File: config.mk
export PLATFORM = sky130hd
export DESIGN_NAME = command_frame_parser
export DESIGN_NICKNAME = d
export VERILOG_FILES = /design/src/sv/cfp_pkg.sv /design/src/sv/command_frame_parser.sv
export SDC_FILE = /design/constraint.sdc
export NUM_CORES = 1
export LEC_CHECK = 0
export BUFFER_PORTS_ARGS = -buffer_cell sky130_fd_sc_hd__buf_2
export CAP_MARGIN = 0
export CORE_MARGIN = 1.5
export CORE_UTILIZATION = 45
export CTS_BUF_LIST = sky130_fd_sc_hd__clkbuf_8
export DETAILED_ROUTE_END_ITERATION = 8
export PLACE_DENSITY = 0.62
export RECOVER_POWER = 25
export SLEW_MARGIN = 15
export SYNTH_ARGS = -nofsm -noshare
export SYNTH_HDL_FRONTEND = slang
export SYNTH_SLANG_ARGS = --single-unit
File: constraint.sdc
create_clock -name clock -period 9.1 [get_ports clock]
set_input_delay 0.455 -clock clock [delete_from_list [all_inputs] [get_ports clock]]
set_output_delay 0.455 -clock clock [all_outputs]
set_load 0.05 [all_outputs]
File: src/sv/cfp_pkg.sv
// ----------------------------------------------------------------------------
// cfp_pkg
// Types, codes and opcode table of the command frame parser.
// ----------------------------------------------------------------------------
`default_nettype none

package cfp_pkg;

   // result status codes
   typedef enum logic [1:0] {
      ST_DONE    = 2'd0,
      ST_MISSING = 2'd1,
      ST_UNKNOWN = 2'd2
   } status_type;

   // parser phase
   typedef enum logic [1:0] {
      PH_OPCODE  = 2'd0,
      PH_COLLECT = 2'd1,
      PH_SKIP    = 2'd2
   } phase_type;

   localparam int unsigned PARAM_BYTES_MAX = 4;
   localparam int unsigned PARAM_CNT_W     = 3;

   typedef struct packed {
      logic                   known;
      logic [PARAM_CNT_W-1:0] args;
   } op_info_type;

   // opcode table: known flag and parameter byte count
   function automatic op_info_type op_lookup(input logic [7:0] code);
      op_info_type info;
      info = '{known: 1'b1, args: 3'd0};
      case (code) inside
         8'h01, 8'h02, 8'h03, 8'h04, 8'h05, 8'h06, 8'h07, 8'h08, 8'h09, 8'h0a,
         8'h0b, 8'h0c, 8'h0e, 8'h0f, 8'h10, 8'h14, 8'h15, 8'h16, 8'h17: begin
            info.args = 3'd1;
         end
         8'h13, 8'h19: begin
            info.args = 3'd2;
         end
         8'h88: begin
            info.args = 3'd4;
         end
         8'h18, 8'h20, 8'h21, 8'h80, 8'h81, 8'h83, 8'h84, 8'h85, 8'h86, 8'h87,
         8'h99: begin
            info.args = 3'd0;
         end
         default: begin
            info.known = 1'b0;
         end
      endcase
      return info;
   endfunction

endpackage

`default_nettype wire

File: src/sv/command_frame_parser.sv
// ----------------------------------------------------------------------------
// command_frame_parser
// Byte-serial parser for downlink command frames.
// ----------------------------------------------------------------------------
// Takes one frame byte per request together with the count of frame bytes
// left (this one included, 1 = last byte) and reports at most one result per
// byte: a complete command with its 0, 1, 2 or 4 parameter bytes (first byte
// received in bits 7:0), a missing-parameter result when an opcode's
// parameters do not fit in the rest of the frame (parsing then goes on with
// the next byte as an opcode), or an unknown-opcode result, after which the
// rest of the frame is skipped. Requests with bytes_left of zero are dropped.
// Throughput is one byte per clock unless the output stalls; a byte is held
// in an input register, classified by a single opcode-table lookup and state
// update, and its result is then registered in the output register, from
// which it is offered.
// Input and output are decoupled by those registers: a new byte is taken
// while a finished result waits, and only a stall on the output with both
// registers full holds the input.
// ----------------------------------------------------------------------------
`default_nettype none

module command_frame_parser
   import cfp_pkg::*;
(
   input  wire logic        clock,
   input  wire logic        reset,
   // request channel
   input  wire logic        req_tvalid,
   output      logic        req_tready,
   input  wire logic [15:0] req_tdata,   // [7:0] data_byte, [15:8] bytes_left
   // result channel
   output      logic        rsp_tvalid,
   input  wire logic        rsp_tready,
   output      logic [47:0] rsp_tdata,   // [7:0] opcode, [39:8] param_bytes,
                                         // [42:40] param_count, [47:43] zero
   output      logic [1:0]  rsp_tuser    // [1:0] status
);

   // ---------------- input register ----------------
   logic       s1_valid_ff, s1_valid_in;
   logic [7:0] s1_byte_ff, s1_byte_in;
   logic [7:0] s1_left_ff, s1_left_in;
   logic       advance;

   // the held byte moves on whenever the result register can take a result
   assign advance    = s1_valid_ff && (!rsp_tvalid || rsp_tready);
   assign req_tready = !s1_valid_ff || advance;

   always_comb begin
      s1_valid_in = s1_valid_ff;
      s1_byte_in  = s1_byte_ff;
      s1_left_in  = s1_left_ff;
      if (req_tvalid && req_tready) begin
         s1_valid_in = 1'b1;
         s1_byte_in  = req_tdata[7:0];
         s1_left_in  = req_tdata[15:8];
      end else if (advance) begin
         s1_valid_in = 1'b0;
      end
   end

   always_ff @(posedge clock) begin
      if (reset) begin
         s1_valid_ff <= 1'b0;
      end else begin
         s1_valid_ff <= s1_valid_in;
      end
      s1_byte_ff <= s1_byte_in;
      s1_left_ff <= s1_left_in;
   end

   // ---------------- parser state ----------------
   phase_type              phase_ff, phase_in;
   logic [7:0]             held_op_ff, held_op_in;
   logic [31:0]            gathered_ff, gathered_in;
   logic [PARAM_CNT_W-1:0] needed_ff, needed_in;
   logic [PARAM_CNT_W-1:0] total_ff, total_in;

   // result of the current byte
   logic                   emit;
   status_type             res_status;
   logic [7:0]             res_op;
   logic [31:0]            res_params;
   logic [PARAM_CNT_W-1:0] res_count;

   op_info_type            info;
   logic [PARAM_CNT_W-1:0] pos_full;
   logic [1:0]             pos;

   assign info     = op_lookup(s1_byte_ff);
   assign pos_full = total_ff - needed_ff;
   assign pos      = pos_full[1:0];

   always_comb begin
      phase_in    = phase_ff;
      held_op_in  = held_op_ff;
      gathered_in = gathered_ff;
      needed_in   = needed_ff;
      total_in    = total_ff;
      emit        = 1'b0;
      res_status  = ST_DONE;
      res_op      = s1_byte_ff;
      res_params  = '0;
      res_count   = '0;

      if (s1_left_ff != 8'd0) begin
         case (phase_ff)
            PH_COLLECT: begin
               // parameter byte, taken whatever nonzero bytes_left says
               gathered_in = gathered_ff | (32'(s1_byte_ff) << {pos, 3'b000});
               needed_in   = needed_ff - 3'd1;
               if (needed_in == '0) begin
                  phase_in   = PH_OPCODE;
                  emit       = 1'b1;
                  res_status = ST_DONE;
                  res_op     = held_op_ff;
                  res_params = gathered_in;
                  res_count  = total_ff;
               end
            end
            PH_SKIP: begin
               if (s1_left_ff == 8'd1) begin
                  phase_in = PH_OPCODE;
               end
            end
            default: begin
               // opcode byte (unused phase code lands here too)
               phase_in = PH_OPCODE;
               emit     = 1'b1;
               if (!info.known) begin
                  res_status = ST_UNKNOWN;
                  if (s1_left_ff > 8'd1) begin
                     phase_in = PH_SKIP;
                  end
               end else if ({5'd0, info.args} >= s1_left_ff) begin
                  res_status = ST_MISSING;
               end else if (info.args == '0) begin
                  res_status = ST_DONE;
               end else begin
                  emit        = 1'b0;
                  held_op_in  = s1_byte_ff;
                  gathered_in = '0;
                  total_in    = info.args;
                  needed_in   = info.args;
                  phase_in    = PH_COLLECT;
               end
            end
         endcase
      end
   end

   always_ff @(posedge clock) begin
      if (reset) begin
         phase_ff    <= PH_OPCODE;
         held_op_ff  <= '0;
         gathered_ff <= '0;
         needed_ff   <= '0;
         total_ff    <= '0;
      end else if (advance) begin
         phase_ff    <= phase_in;
         held_op_ff  <= held_op_in;
         gathered_ff <= gathered_in;
         needed_ff   <= needed_in;
         total_ff    <= total_in;
      end
   end

   // ---------------- result register ----------------
   logic                   rsp_valid_ff, rsp_valid_in;
   status_type             rsp_status_ff, rsp_status_in;
   logic [7:0]             rsp_op_ff, rsp_op_in;
   logic [31:0]            rsp_params_ff, rsp_params_in;
   logic [PARAM_CNT_W-1:0] rsp_count_ff, rsp_count_in;

   always_comb begin
      rsp_valid_in  = rsp_valid_ff && !rsp_tready;
      rsp_status_in = rsp_status_ff;
      rsp_op_in     = rsp_op_ff;
      rsp_params_in = rsp_params_ff;
      rsp_count_in  = rsp_count_ff;
      if (advance) begin
         rsp_valid_in = emit;
         if (emit) begin
            rsp_status_in = res_status;
            rsp_op_in     = res_op;
            rsp_params_in = res_params;
            rsp_count_in  = res_count;
         end
      end
   end

   always_ff @(posedge clock) begin
      if (reset) begin
         rsp_valid_ff <= 1'b0;
      end else begin
         rsp_valid_ff <= rsp_valid_in;
      end
      rsp_status_ff <= rsp_status_in;
      rsp_op_ff     <= rsp_op_in;
      rsp_params_ff <= rsp_params_in;
      rsp_count_ff  <= rsp_count_in;
   end

   assign rsp_tvalid = rsp_valid_ff;
   assign rsp_tdata  = {5'd0, rsp_count_ff, rsp_params_ff, rsp_op_ff};
   assign rsp_tuser  = rsp_status_ff;

endmodule

`default_nettype wire

==> metrics.txt, run 1 <==
most common cell after layout, fill and taps aside edfxtp_1; standard-cell row count 37; sum of net half-perimeters after detailed placement 6180 um; final RePlAce weighted congestion 0.831; total area of sequential cells 2830 um2; clock period minus final worst setup slack 4.01 ns; Syn Area/Cell 11.9 um2; proportion of synthesized flip-flops having asynchronous set or reset 0%; via count of the first global-routing pass 2,943; fillers 942; number of sinks driven by the clock tree 111; leakage power figure 1.72 nW; count of distinct cell types in the synthesized netlist 60; number of gates resized after cts 0; # setup viols final 0; overflow left after global routing 0; maximum resistive drop on vdd 0.0000981 V; number of storage elements in the synthesis netlist 111; wire length of the first global-routing pass 15,000 um; Setup crit end kind flip-flop; Data arrival, critical path 4.07 ns; synthesized-area fraction occupied by adder cells 2.14%; Worst EP required 9.16 ns; CTS tree yes; area used by multi-input combinational logic 1650 um2; combinational family with the most area after synthesis compound AO/OA/AOI/OAI gates; root buffer selected by CTS clkbuf_8; Max Fanout on Critical Path 24; cell taking the most area after synthesis edfxtp_1; ratio of cells with drive above 1 in the final layout 15.6%; die footprint 11,000 um2; Post-synth EDFFs 61; result of the run finished clean; number of levels the H-tree was split into 3; clk_skew 0.0178 ns; count of mapped cells out of synthesis 393; share of synthesized cell area in and, or, nand and nor gates 11.7%; worst-skew pair later-pin latency 0.37 ns; highest attainable clock frequency 249 MHz; max-slew violation count 0; highest-count cells in the layout ignoring fill and taps 61 x edfxtp_1, 55 x nor2_1, 50 x dfxtp_1; synth warn 0; Critical Path Source Type flip-flop; average routed wire per standard cell 16.2 um; Synth Area in Compound Gates 16.0%; critical path start-end classification reg2reg; drt drc 0; share of Yosys cell area claimed by the top area cell type 39.1%; max-capacitance violation count 0; Hold Vio Cnt, Final 0; Metal-1 WL 4410 um; met2 WL post-DR 4430 um; nets 465; Pre-antenna DRT Iters 5; pin count of the biggest net entering global routing 44; Hold-fix buffers, CTS 0; number of nets still failing antenna checks after routing 0; top flip-flop cell by instance count after synthesis edfxtp_1; synthesis-to-layout area growth 11.8%; Overall Global Routing Usage 17.6%; count of antenna diodes in the layout 0; sequential-to-total area share from yosys stat 60.5%; top layer in use met4; wire length on met3 425 um; detailed router's first-iteration violation count 214; Clock Pin Slew Worst Setup and Hold Paths 0.12 ns; Tot Pwr 0.995 mW; clk buf depth 2; Min-Delay Path Class in2reg; number of buffer cells added on primary ports 66; Core Box Area 10,200 um2; Post-CTS Repair Setup Buffers 0; final wirelength 9370 um; portion of netlist area occupied by mux cells 3.64%; starting density of the core 45.9%; post-synth design cell area 4680 um2; number of antenna violations at the first check in global routing 0; I/O Pins 72; Vias/cell 5.32; leading cell types by total area after synthesis edfxtp_1 39%, dfxtp_1 21%, a32o_1 6.8%; die width 105 um; vertical die dimension 105 um; worst slew pin tran 1.07 ns; number of buffers created by CTS 9; share of the clock period used by the worst path after layout 44.1%; Via Count 3,073; TNS Setup 0 ns; post-synthesis xor/xnor area fraction 0.936%; unrepaired setup endpoints after global routing false; PD cells 190 nW/um2; relative max-transition margin 28.7%
==> sequential cells by signal, indices dropped and copies added (netlist names) <==
name / flops
rsp_params_ff: 32
rsp_tuser: 2
rsp_count_ff: 3
total_ff: 3
rsp_tvalid: 1
gathered_ff: 32
s1_valid_ff: 1
s1_left_ff: 8
needed_ff: 3
held_op_ff: 8
rsp_op_ff: 8
s1_byte_ff: 8
phase_ff: 2
==> area by class of cell <==
type / instances / share of cell area [%]
Tap cell: 136 / 3.25
Clock buffer: 9 / 2.37
Sequential cell: 111 / 54.2
Timing Repair Buffer: 68 / 5.67
Clock inverter: 7 / 2.11
Inverter: 13 / 0.933
Multi-Input combinational cell: 234 / 31.5
==> layer usage <==
metal	track usage (%)	up-vias
met2	27.8	74
met1	24.0	1470
met3	3.62	8
met4	6.26	0
met5	0	-
li1	-	1521
==> final timing paths <==
| path | from | end | slack (ns) | cells after the start |
|---|---|---|---|---|
| worst max-delay path | s1_byte_ff[4] | rsp_params_ff[21] | 5.09 | 10 |
| worst min register to register | gathered_ff[28] | gathered_ff[28] | 0.48 | 1 |
| worst max register to register | s1_byte_ff[4] | rsp_params_ff[21] | 5.09 | 10 |
| worst min-delay path | req_tdata[1] | s1_byte_ff[1] | 0.25 | 1 |
==> report_power, final <==
part           leakage [nW]  switching [mW]  total (mW)  internal [mW]
combinational         0.629          0.0780      0.0999         0.0219
clock                 0.115           0.173       0.334          0.161
sequential            0.979          0.0143       0.561          0.546
total                  1.72           0.265       0.995          0.729
==> worst max-delay path, stage by stage (launching register included) <==
cell	delay [ns]
edfxtp_1	0.76
nand2b_1	0.19
a21oi_1	0.08
o31ai_2	0.62
ha_1	0.21
nand2b_1	0.09
a211oi_1	0.07
nor3b_2	0.39
a21oi_2	0.18
a21oi_4	0.67
buf_4	0.42
==> cell families (layout without fill, tap and decap cells) <==
logic type               after synthesis  in the layout
AO/OA/AOI/OAI                         98             98
XOR/XNOR                               5              5
adder cells (fa/ha/maj)                8              8
buffers and inverters                 52             97
flip-flops                           111            111
multiplexers                          16             16
other                                  1              5
AND/OR/NAND/NOR                      102            102
==> synth_stat cells, drive strengths merged, types with 2 or more instances <==
cell type	instances
nor2b	4
nor3b	3
nand2	3
o31ai	2
and2	5
nor2	57
nand2b	6
nor4	4
or3b	2
edfxtp	61
buf	19
nand3	2
clkbuf	20
o21ai	6
nor3	2
a21oi	43
and3	2
mux2i	8
mux2	8
a32o	32
inv	13
or4	4
dfxtp	50
xnor2	5
ha	8
or2	2
==> metrics by stage <==
| step | cell area [um2] | hold WS, ns | cells | setup WS [ns] | utilization, % |
|---|---|---|---|---|---|
| 2_1_floorplan | 4690 | 0.443 | 397 | 4.21 | - |
| 3_3_place_gp | 5040 | 0.447 | 562 | 5.14 | 49.5 |
| 3_5_place_dp | 5040 | 0.454 | 562 | 5.06 | 49.5 |
| 4_1_cts | 5270 | 0.240 | 578 | 5.04 | 51.8 |
| 5_1_grt | 5230 | 0.235 | 578 | 4.74 | 51.4 |
| 6_report | 5230 | 0.250 | 578 | 5.09 | 51.4 |
(Power assumes the default switching activity.)
==> run 2: changes to the inputs <==
Settings changed: ABC_AREA set to 1, PLACE_DENSITY 0.62 to 0.64.
Clock period 9.1 ns to 3.4 ns, I/O delays scaled along.
==> run 2 against run 1 <==
Register-to-register slack worse by 4.8 ns; first-iteration DRC count rose by 12%; clock power up 120%; combinational power increased to 3.5 times the previous value; clock skew down 0.0075 ns; highest routed layer unchanged; critical endpoint is now rsp_params_ff[19]; core utilization up 0.57 points; die area up 5.6%; synthesized cell count rose by 39%; hold slack got worse by 0.19 ns; area after synthesis up 5.7%; maximum frequency rose by 30%.
==> metrics.txt, run 2 <==
count of mapped cells out of synthesis 546 (+39%); Post-CTS Repair Setup Buffers 0 (unchanged); Worst EP required 3.50 ns (-5.66 ns); Critical Path Source Type flip-flop; most common cell after layout, fill and taps aside nor2_1; Core Box Area 10,800 um2 (+6.0%); post-route cell area 5600 um2 (+7.2%); PD cells 460 nW/um2 (+140%); fraction of power spent switching nets 29.1% (+2.4 points); worst slew pin tran 0.793 ns (-0.276 ns); clock group share of total power 28.1% (-5.5 points); average routed wire per standard cell 13.8 um (-15%); final wirelength 10,500 um (+12%); max-slew violation count 0 (unchanged); die footprint 11,600 um2 (+5.6%); number of nets still failing antenna checks after routing 0 (unchanged); worst path buffer plus inverter count 4 (+3); maximum resistive drop on vdd 0.000262 V (+170%); portion of netlist area occupied by mux cells 0% (-3.6 points); post-layout instance count excluding filler cells 759 (+31%); CTS tree yes; switching power 0.749 mW (+180%); proportion of synthesized flip-flops having asynchronous set or reset 0% (unchanged); Synth Area in Compound Gates 10.6% (-5.4 points); dpl ws 0.354 ns (-4.70 ns); worst-skew pair later-pin latency 0.36 ns (about the same); Hold Vio Cnt, Final 0 (unchanged); slowest stage cell, crit path edfxtp_1; Post-synth EDFFs 61 (unchanged); relative max-transition margin 47.1% (+18 points); number of antenna violations at the first check in global routing 0 (unchanged); sequential power share 58.3% (+1.9 points); root buffer selected by CTS clkbuf_8; clk buf depth 2 (unchanged); sum of net half-perimeters after detailed placement 7140 um (+16%); post-synth design cell area 4950 um2 (+5.7%); hold slack final 0.0558 ns (-0.194 ns); Stages on worst setup path 16 (+6); leakage power figure 2.14 nW (+24%); Data arrival, critical path 3.19 ns (-0.88 ns); final RePlAce weighted congestion 0.937 (+13%); Syn Area/Cell 9.06 um2 (-24%); synthesis-to-layout area growth 13.2%; critical path start-end classification reg2reg; result of the run finished clean; total area of sequential cells 2830 um2 (unchanged); share of the clock period used by the worst path after layout 90.9% (+47 points); standard-cell row count 38 (+2.7%); cell taking the most area after synthesis edfxtp_1; nets 642 (+38%); pin count of the biggest net entering global routing 42 (-4.5%); wire length of the first global-routing pass 17,500 um (+16%); share of Yosys cell area claimed by the top area cell type 37.0% (-2.1 points); starting density of the core 45.8% (-0.096 points); detailed router's first-iteration violation count 239 (+12%); clk_skew 0.0102 ns (-0.00754 ns); leading cell types by total area after synthesis edfxtp_1 37%, dfxtp_1 20%, nor2_1 9.6%; highest-count cells in the layout ignoring fill and taps 127 x nor2_1, 71 x nand2_1, 61 x edfxtp_1; number of levels the H-tree was split into 3 (unchanged); overflow left after global routing 0 (unchanged); synthesized-area fraction occupied by adder cells 2.02% (-0.12 points); Clock Pin Slew Worst Setup and Hold Paths 0.10 ns (-0.02 ns); kind of cell adding the most delay to the critical path simple AND/OR/NAND/NOR gates; Min-Delay Path Class in2reg; vertical die dimension 108 um (+2.8%); via count of the first global-routing pass 3,559 (+21%); count of distinct cell types in the synthesized netlist 31 (-48%); top flip-flop cell by instance count after synthesis edfxtp_1; die width 108 um (+2.8%); Critical Path Max Stage Delay 0.60 ns (-0.16 ns); most frequent CP cell nand3_1; number of buffers created by CTS 9 (unchanged); Vias/cell 4.99 (-6.1%); Setup crit end kind flip-flop; fillers 1,020 (+8.3%); Overall Global Routing Usage 19.4% (+1.8 points); highest attainable clock frequency 324 MHz (+30%); clock period minus final worst setup slack 3.09 ns (-0.919 ns); most frequent cell after synthesis nor2_1; # setup viols final 0 (unchanged); area used by multi-input combinational logic 1690 um2 (+2.8%); share of synthesized cell area in and, or, nand and nor gates 20.5% (+8.8 points); drt drc 0 (unchanged); length in cells of the worst reg-to-reg path 16 (+6); DP Area 5320 um2 (+5.6%); I/O Pins 72 (unchanged); registers with the most flip-flops gathered_ff (32), rsp_params_ff (32); combinational fraction of design power 13.6% (+3.6 points); ratio of cells with drive above 1 in the final layout 11.6% (-4.0 points); Pre-antenna DRT Iters 5 (unchanged); Internal Dissipation 1.83 mW (+150%); final worst slack 0.309 ns (-4.78 ns); count of antenna diodes in the layout 0 (unchanged); number of storage elements in the synthesis netlist 111 (unchanged); max-capacitance violation count 0 (unchanged); most numerous cell types in the synthesized netlist 127 x nor2_1, 71 x nand2_1, 61 x edfxtp_1; synth warn 0 (unchanged); number of buffer cells added on primary ports 66 (unchanged); TNS Setup 0 ns (unchanged); Max Fanout on Critical Path 41 (+71%); CP cell instances nor2_2 > nor2_1 > nor2_1 > nand3_2 > nand2_1 > inv_1 > ha_1 > inv_1 > a21boi_0 > o21ai_0 > nand2_1 > nand3_1 > nand3_1 > nand3_1 > clkinv_1 > buf_12; post-synthesis xor/xnor area fraction 0.531% (-0.40 points); number of instances in the placed design 728 (+30%); sequential-to-total area share from yosys stat 57.2% (-3.3 points); hold depth 1 (unchanged); combinational family with the most area after synthesis simple AND/OR/NAND/NOR gates; number of sinks driven by the clock tree 111 (unchanged); unrepaired setup endpoints after global routing false; Via Count 3,789 (+23%)
-- run 2: changes by cell type in the layout (fill, tap and decap cells not counted), sizes merged, moves of 11 or more --
cell | previous run | this run
o21bai | 0 | 17
dlygate4sd3 | 0 | 15
a31oi | 1 | 17
o21ai | 6 | 17
nand3 | 2 | 15
nor2 | 57 | 136
a32o | 32 | 0
inv | 16 | 59
nand2 | 3 | 76
-- run 2: per-layer routing --
metal  track usage (%)  part of all wire [%]
met4              6.48                   1.6
met3              2.85                   5.9
met2              32.0                    48
met1              26.2                    45
met5                 0                     0
-- run 2: worst reg2reg max path, delay by kind of cell (launching register included) --
| family | cells | cell delay [ns] |
|---|---|---|
| compound gates | 2 | 0.21 |
| fa+ha+maj | 1 | 0.28 |
| buf+inv | 4 | 0.59 |
| flops | 1 | 0.60 |
| simple gates | 9 | 1.14 |
-- run 2: path summary, 6_finish.rpt --
| check | start | endpoint | slack, ns |
|---|---|---|---|
| worst max-delay path | s1_byte_ff[0] | rsp_params_ff[19] | 0.31 |
| worst min-delay path | req_tdata[2] | s1_byte_ff[2] | 0.06 |
| worst max register to register | s1_byte_ff[0] | rsp_params_ff[19] | 0.31 |
| worst min register to register | held_op_ff[6] | held_op_ff[6] | 0.46 |
-- run 2: power groups by stage --
stage	Sequential [mW]	Clock (mW)	Combinational, mW
final	1.50	0.724	0.351
after global routing	1.51	0.804	0.379
after CTS	1.50	0.752	0.360
after detailed placement	1.53	0	0.347
after global placement	1.53	0	0.347
after floorplan	1.64	0	0.157
-- run 2: final cells by class --
| class | count | area share, % |
|---|---|---|
| Sequential cell | 111 | 50.5 |
| Multi-Input combinational cell | 345 | 30.2 |
| Timing Repair Buffer | 89 | 8.98 |
| Inverter | 58 | 3.88 |
| Tap cell | 140 | 3.13 |
| Clock buffer | 9 | 2.21 |
| Clock inverter | 7 | 1.03 |
-- run 2: cells by family (layout without fill, tap and decap cells) --
| family | after synthesis | count (layout) |
|---|---|---|
| AO/OA/AOI/OAI | 92 | 92 |
| XOR/XNOR | 3 | 3 |
| adder cells (fa/ha/maj) | 8 | 8 |
| buffers and inverters | 94 | 163 |
| flip-flops | 111 | 111 |
| other | 1 | 5 |
| AND/OR/NAND/NOR | 237 | 237 |
-- run 2: stage by stage --
step | total power, mW | util [%]
final | 2.58 | 51.9
after global routing | 2.69 | 51.9
after CTS | 2.61 | 52.3
after detailed placement | 1.88 | 49.3
after global placement | 1.87 | 49.3
after floorplan | 1.80 | -
-- run 2: what timing repair did --
item / 4_1_cts / 5_1_grt
resized for setup: 0 / 0
hold endpoints to repair: 14 / 1
hold buffers: 14 / 1
==> run 3: changes to the inputs <==
Settings changed: CORE_ASPECT_RATIO set to 1.5.
==> run 3 against run 2 <==
Hold slack better by 0.0058 ns; via count fell by 2.9%; clock skew decreased by 0.0018 ns; count of clock-buffer cells in the layout up 1; maximum frequency rose by 5.8%; cell count increased by 0.13%; largest cell class unchanged; first-iteration DRC count grew 17%; sequential power about the same; critical path type unchanged; largest power group unchanged; power increased by 1.6%.
==> metrics.txt, run 3 (synthesis gave the netlist of run 2 again) <==
Min-Delay Path Class in2reg; highest-count cells in the layout ignoring fill and taps 127 x nor2_1, 71 x nand2_1, 61 x edfxtp_1; number of nets still failing antenna checks after routing 0 (unchanged); Worst EP required 3.47 ns (-0.03 ns); number of buffers created by CTS 9 (unchanged); starting density of the core 46.5% (+0.62 points); average routed wire per standard cell 13.0 um (-5.7%); critical path start-end classification reg2reg; Data arrival, critical path 2.99 ns (-0.20 ns); slowest stage cell, crit path edfxtp_1; die width 88.6 um (-18%); Hold Vio Cnt, Final 0 (unchanged); area used by multi-input combinational logic 1690 um2 (unchanged); pin count of the biggest net entering global routing 52 (+24%); Overall Global Routing Usage 18.2% (-1.2 points); PD cells 467 nW/um2 (+1.7%); worst-skew pair later-pin latency 0.38 ns (+0.02 ns); standard-cell row count 46 (+21%); clk_skew 0.00848 ns (-0.00177 ns); clock period minus final worst setup slack 2.92 ns (-0.170 ns); wire length of the first global-routing pass 16,400 um (-6.2%); fillers 1,000 (-2.0%); I/O Pins 72 (unchanged); top layer in use met4; Post-CTS Repair Setup Buffers 0 (unchanged); most common cell after layout, fill and taps aside nor2_1; number of gates resized after cts 0 (unchanged); result of the run finished clean; Hold-fix buffers, CTS 16 (+2); # setup viols final 0 (unchanged); Via Count 3,681 (-2.9%); leakage power figure 2.15 nW (+0.64%); drt drc 0 (unchanged); Setup crit end kind flip-flop; startpoint of the worst-slack reg-to-reg timing path s1_byte_ff[0]; Tot Pwr 2.62 mW (+1.6%); DP Area 5300 um2 (-0.47%); unrepaired setup endpoints after global routing false; sum of net half-perimeters after detailed placement 6430 um (-9.9%); clk buf depth 2 (unchanged); relative max-transition margin 45.1% (-2.0 points); registers with the most flip-flops gathered_ff (32), rsp_params_ff (32); via count of the first global-routing pass 3,552 (-0.20%); final RePlAce weighted congestion 0.792 (-16%); post-layout instance count excluding filler cells 760 (+0.13%); synthesis-to-layout area growth 13.2% (about the same); Worst Setup SP s1_byte_ff[0]; Core Box Area 10,600 um2 (-1.3%); Metal-1 WL 4020 um (-15%); vertical die dimension 131 um (+22%); CTS tree yes; Critical Path Source Type flip-flop; number of antenna violations at the first check in global routing 0 (unchanged); max-capacitance violation count 0 (unchanged); met2 WL post-DR 5130 um (+3.0%); origin of the worst min-delay path req_tvalid; nets 639 (-0.47%); Critical Path Max Stage Delay 0.59 ns (about the same); worst slew pin tran 0.823 ns (+0.0302 ns); TNS Setup 0 ns (unchanged); number of buffer cells added on primary ports 66 (unchanged); share of the clock period used by the worst path after layout 85.9% (-5.0 points); detailed router's first-iteration violation count 280 (+17%); root buffer selected by CTS clkbuf_8; wire length on met3 421 um (-32%); post-route cell area 5600 um2 (about the same); hold slack final 0.0616 ns (+0.00576 ns); Pre-antenna DRT Iters 4 (-1); max-slew violation count 0 (unchanged); Vias/cell 4.84 (-3.0%); highest attainable clock frequency 342 MHz (+5.8%); number of levels the H-tree was split into 3 (unchanged); CP cell instances nor2_2 > nor2_1 > nor2_1 > nand3_2 > nand2_1 > inv_1 > ha_1 > inv_1 > a21boi_0 > o21ai_0 > nand2_1 > nand3_1 > nand3_1 > nand3_1 > inv_1 > buf_12; final wirelength 9900 um (-5.6%); overflow left after global routing 0 (unchanged); die footprint 11,600 um2 (+0.11%); total area of sequential cells 2830 um2 (unchanged); count of antenna diodes in the layout 0 (unchanged); ratio of cells with drive above 1 in the final layout 11.2% (-0.43 points); Clock Pin Slew Worst Setup and Hold Paths 0.09 ns (about the same); maximum resistive drop on vdd 0.000227 V (-14%); number of sinks driven by the clock tree 111 (unchanged); number of instances in the placed design 728 (unchanged); Max Fanout on Critical Path 45 (+9.8%)
[run 3: stage by stage]
| stage | utilization [%] | worst slack, ns |
|---|---|---|
| after CTS | 53.1 | 0.463 |
| after detailed placement | 49.8 | 0.492 |
| after floorplan | - | 0.231 |
| after global placement | 49.8 | 0.538 |
| after global routing | 52.6 | 0.0819 |
| final | 52.6 | 0.479 |
[run 3: cell type report]
class / instances / share of cell area, %
clock buffer: 10 / 2.46
clock inverter: 6 / 0.960
inverter: 58 / 3.89
multi-input combinational: 345 / 30.2
sequential: 111 / 50.6
tap: 144 / 3.22
timing repair buffer: 86 / 8.69
[run 3: layer usage]
metal / GRT usage, % / vias up
li1: - / 1884
met3: 3.02 / 24
met4: 9.55 / 0
met5: 0 / -
met2: 30.5 / 100
met1: 21.7 / 1673
[run 3: critical path, delay by kind of cell (launching register included)]
family,cells,cell delay (ns)
and+or+nand+nor,9,1.09
adders and majority gates,1,0.27
DFF,1,0.59
AOI/OAI and AO/OA,2,0.22
buffers and inverters,4,0.42
[run 3: power by group]
part | leakage [nW] | total (mW) | internal (mW) | switching (mW)
registers | 0.974 | 1.50 | 1.47 | 0.0339
logic | 1.07 | 0.340 | 0.0795 | 0.260
clock network | 0.102 | 0.773 | 0.352 | 0.421
total | 2.15 | 2.62 | 1.90 | 0.716
[run 3: worst paths after layout]
check	slack [ns]	depth (start not counted)	to
setup / recovery	0.48	16	rsp_op_ff[5]
hold / removal	0.06	3	s1_valid_ff
setup reg to reg	0.48	16	rsp_op_ff[5]
hold reg to reg	0.45	2	held_op_ff[6]
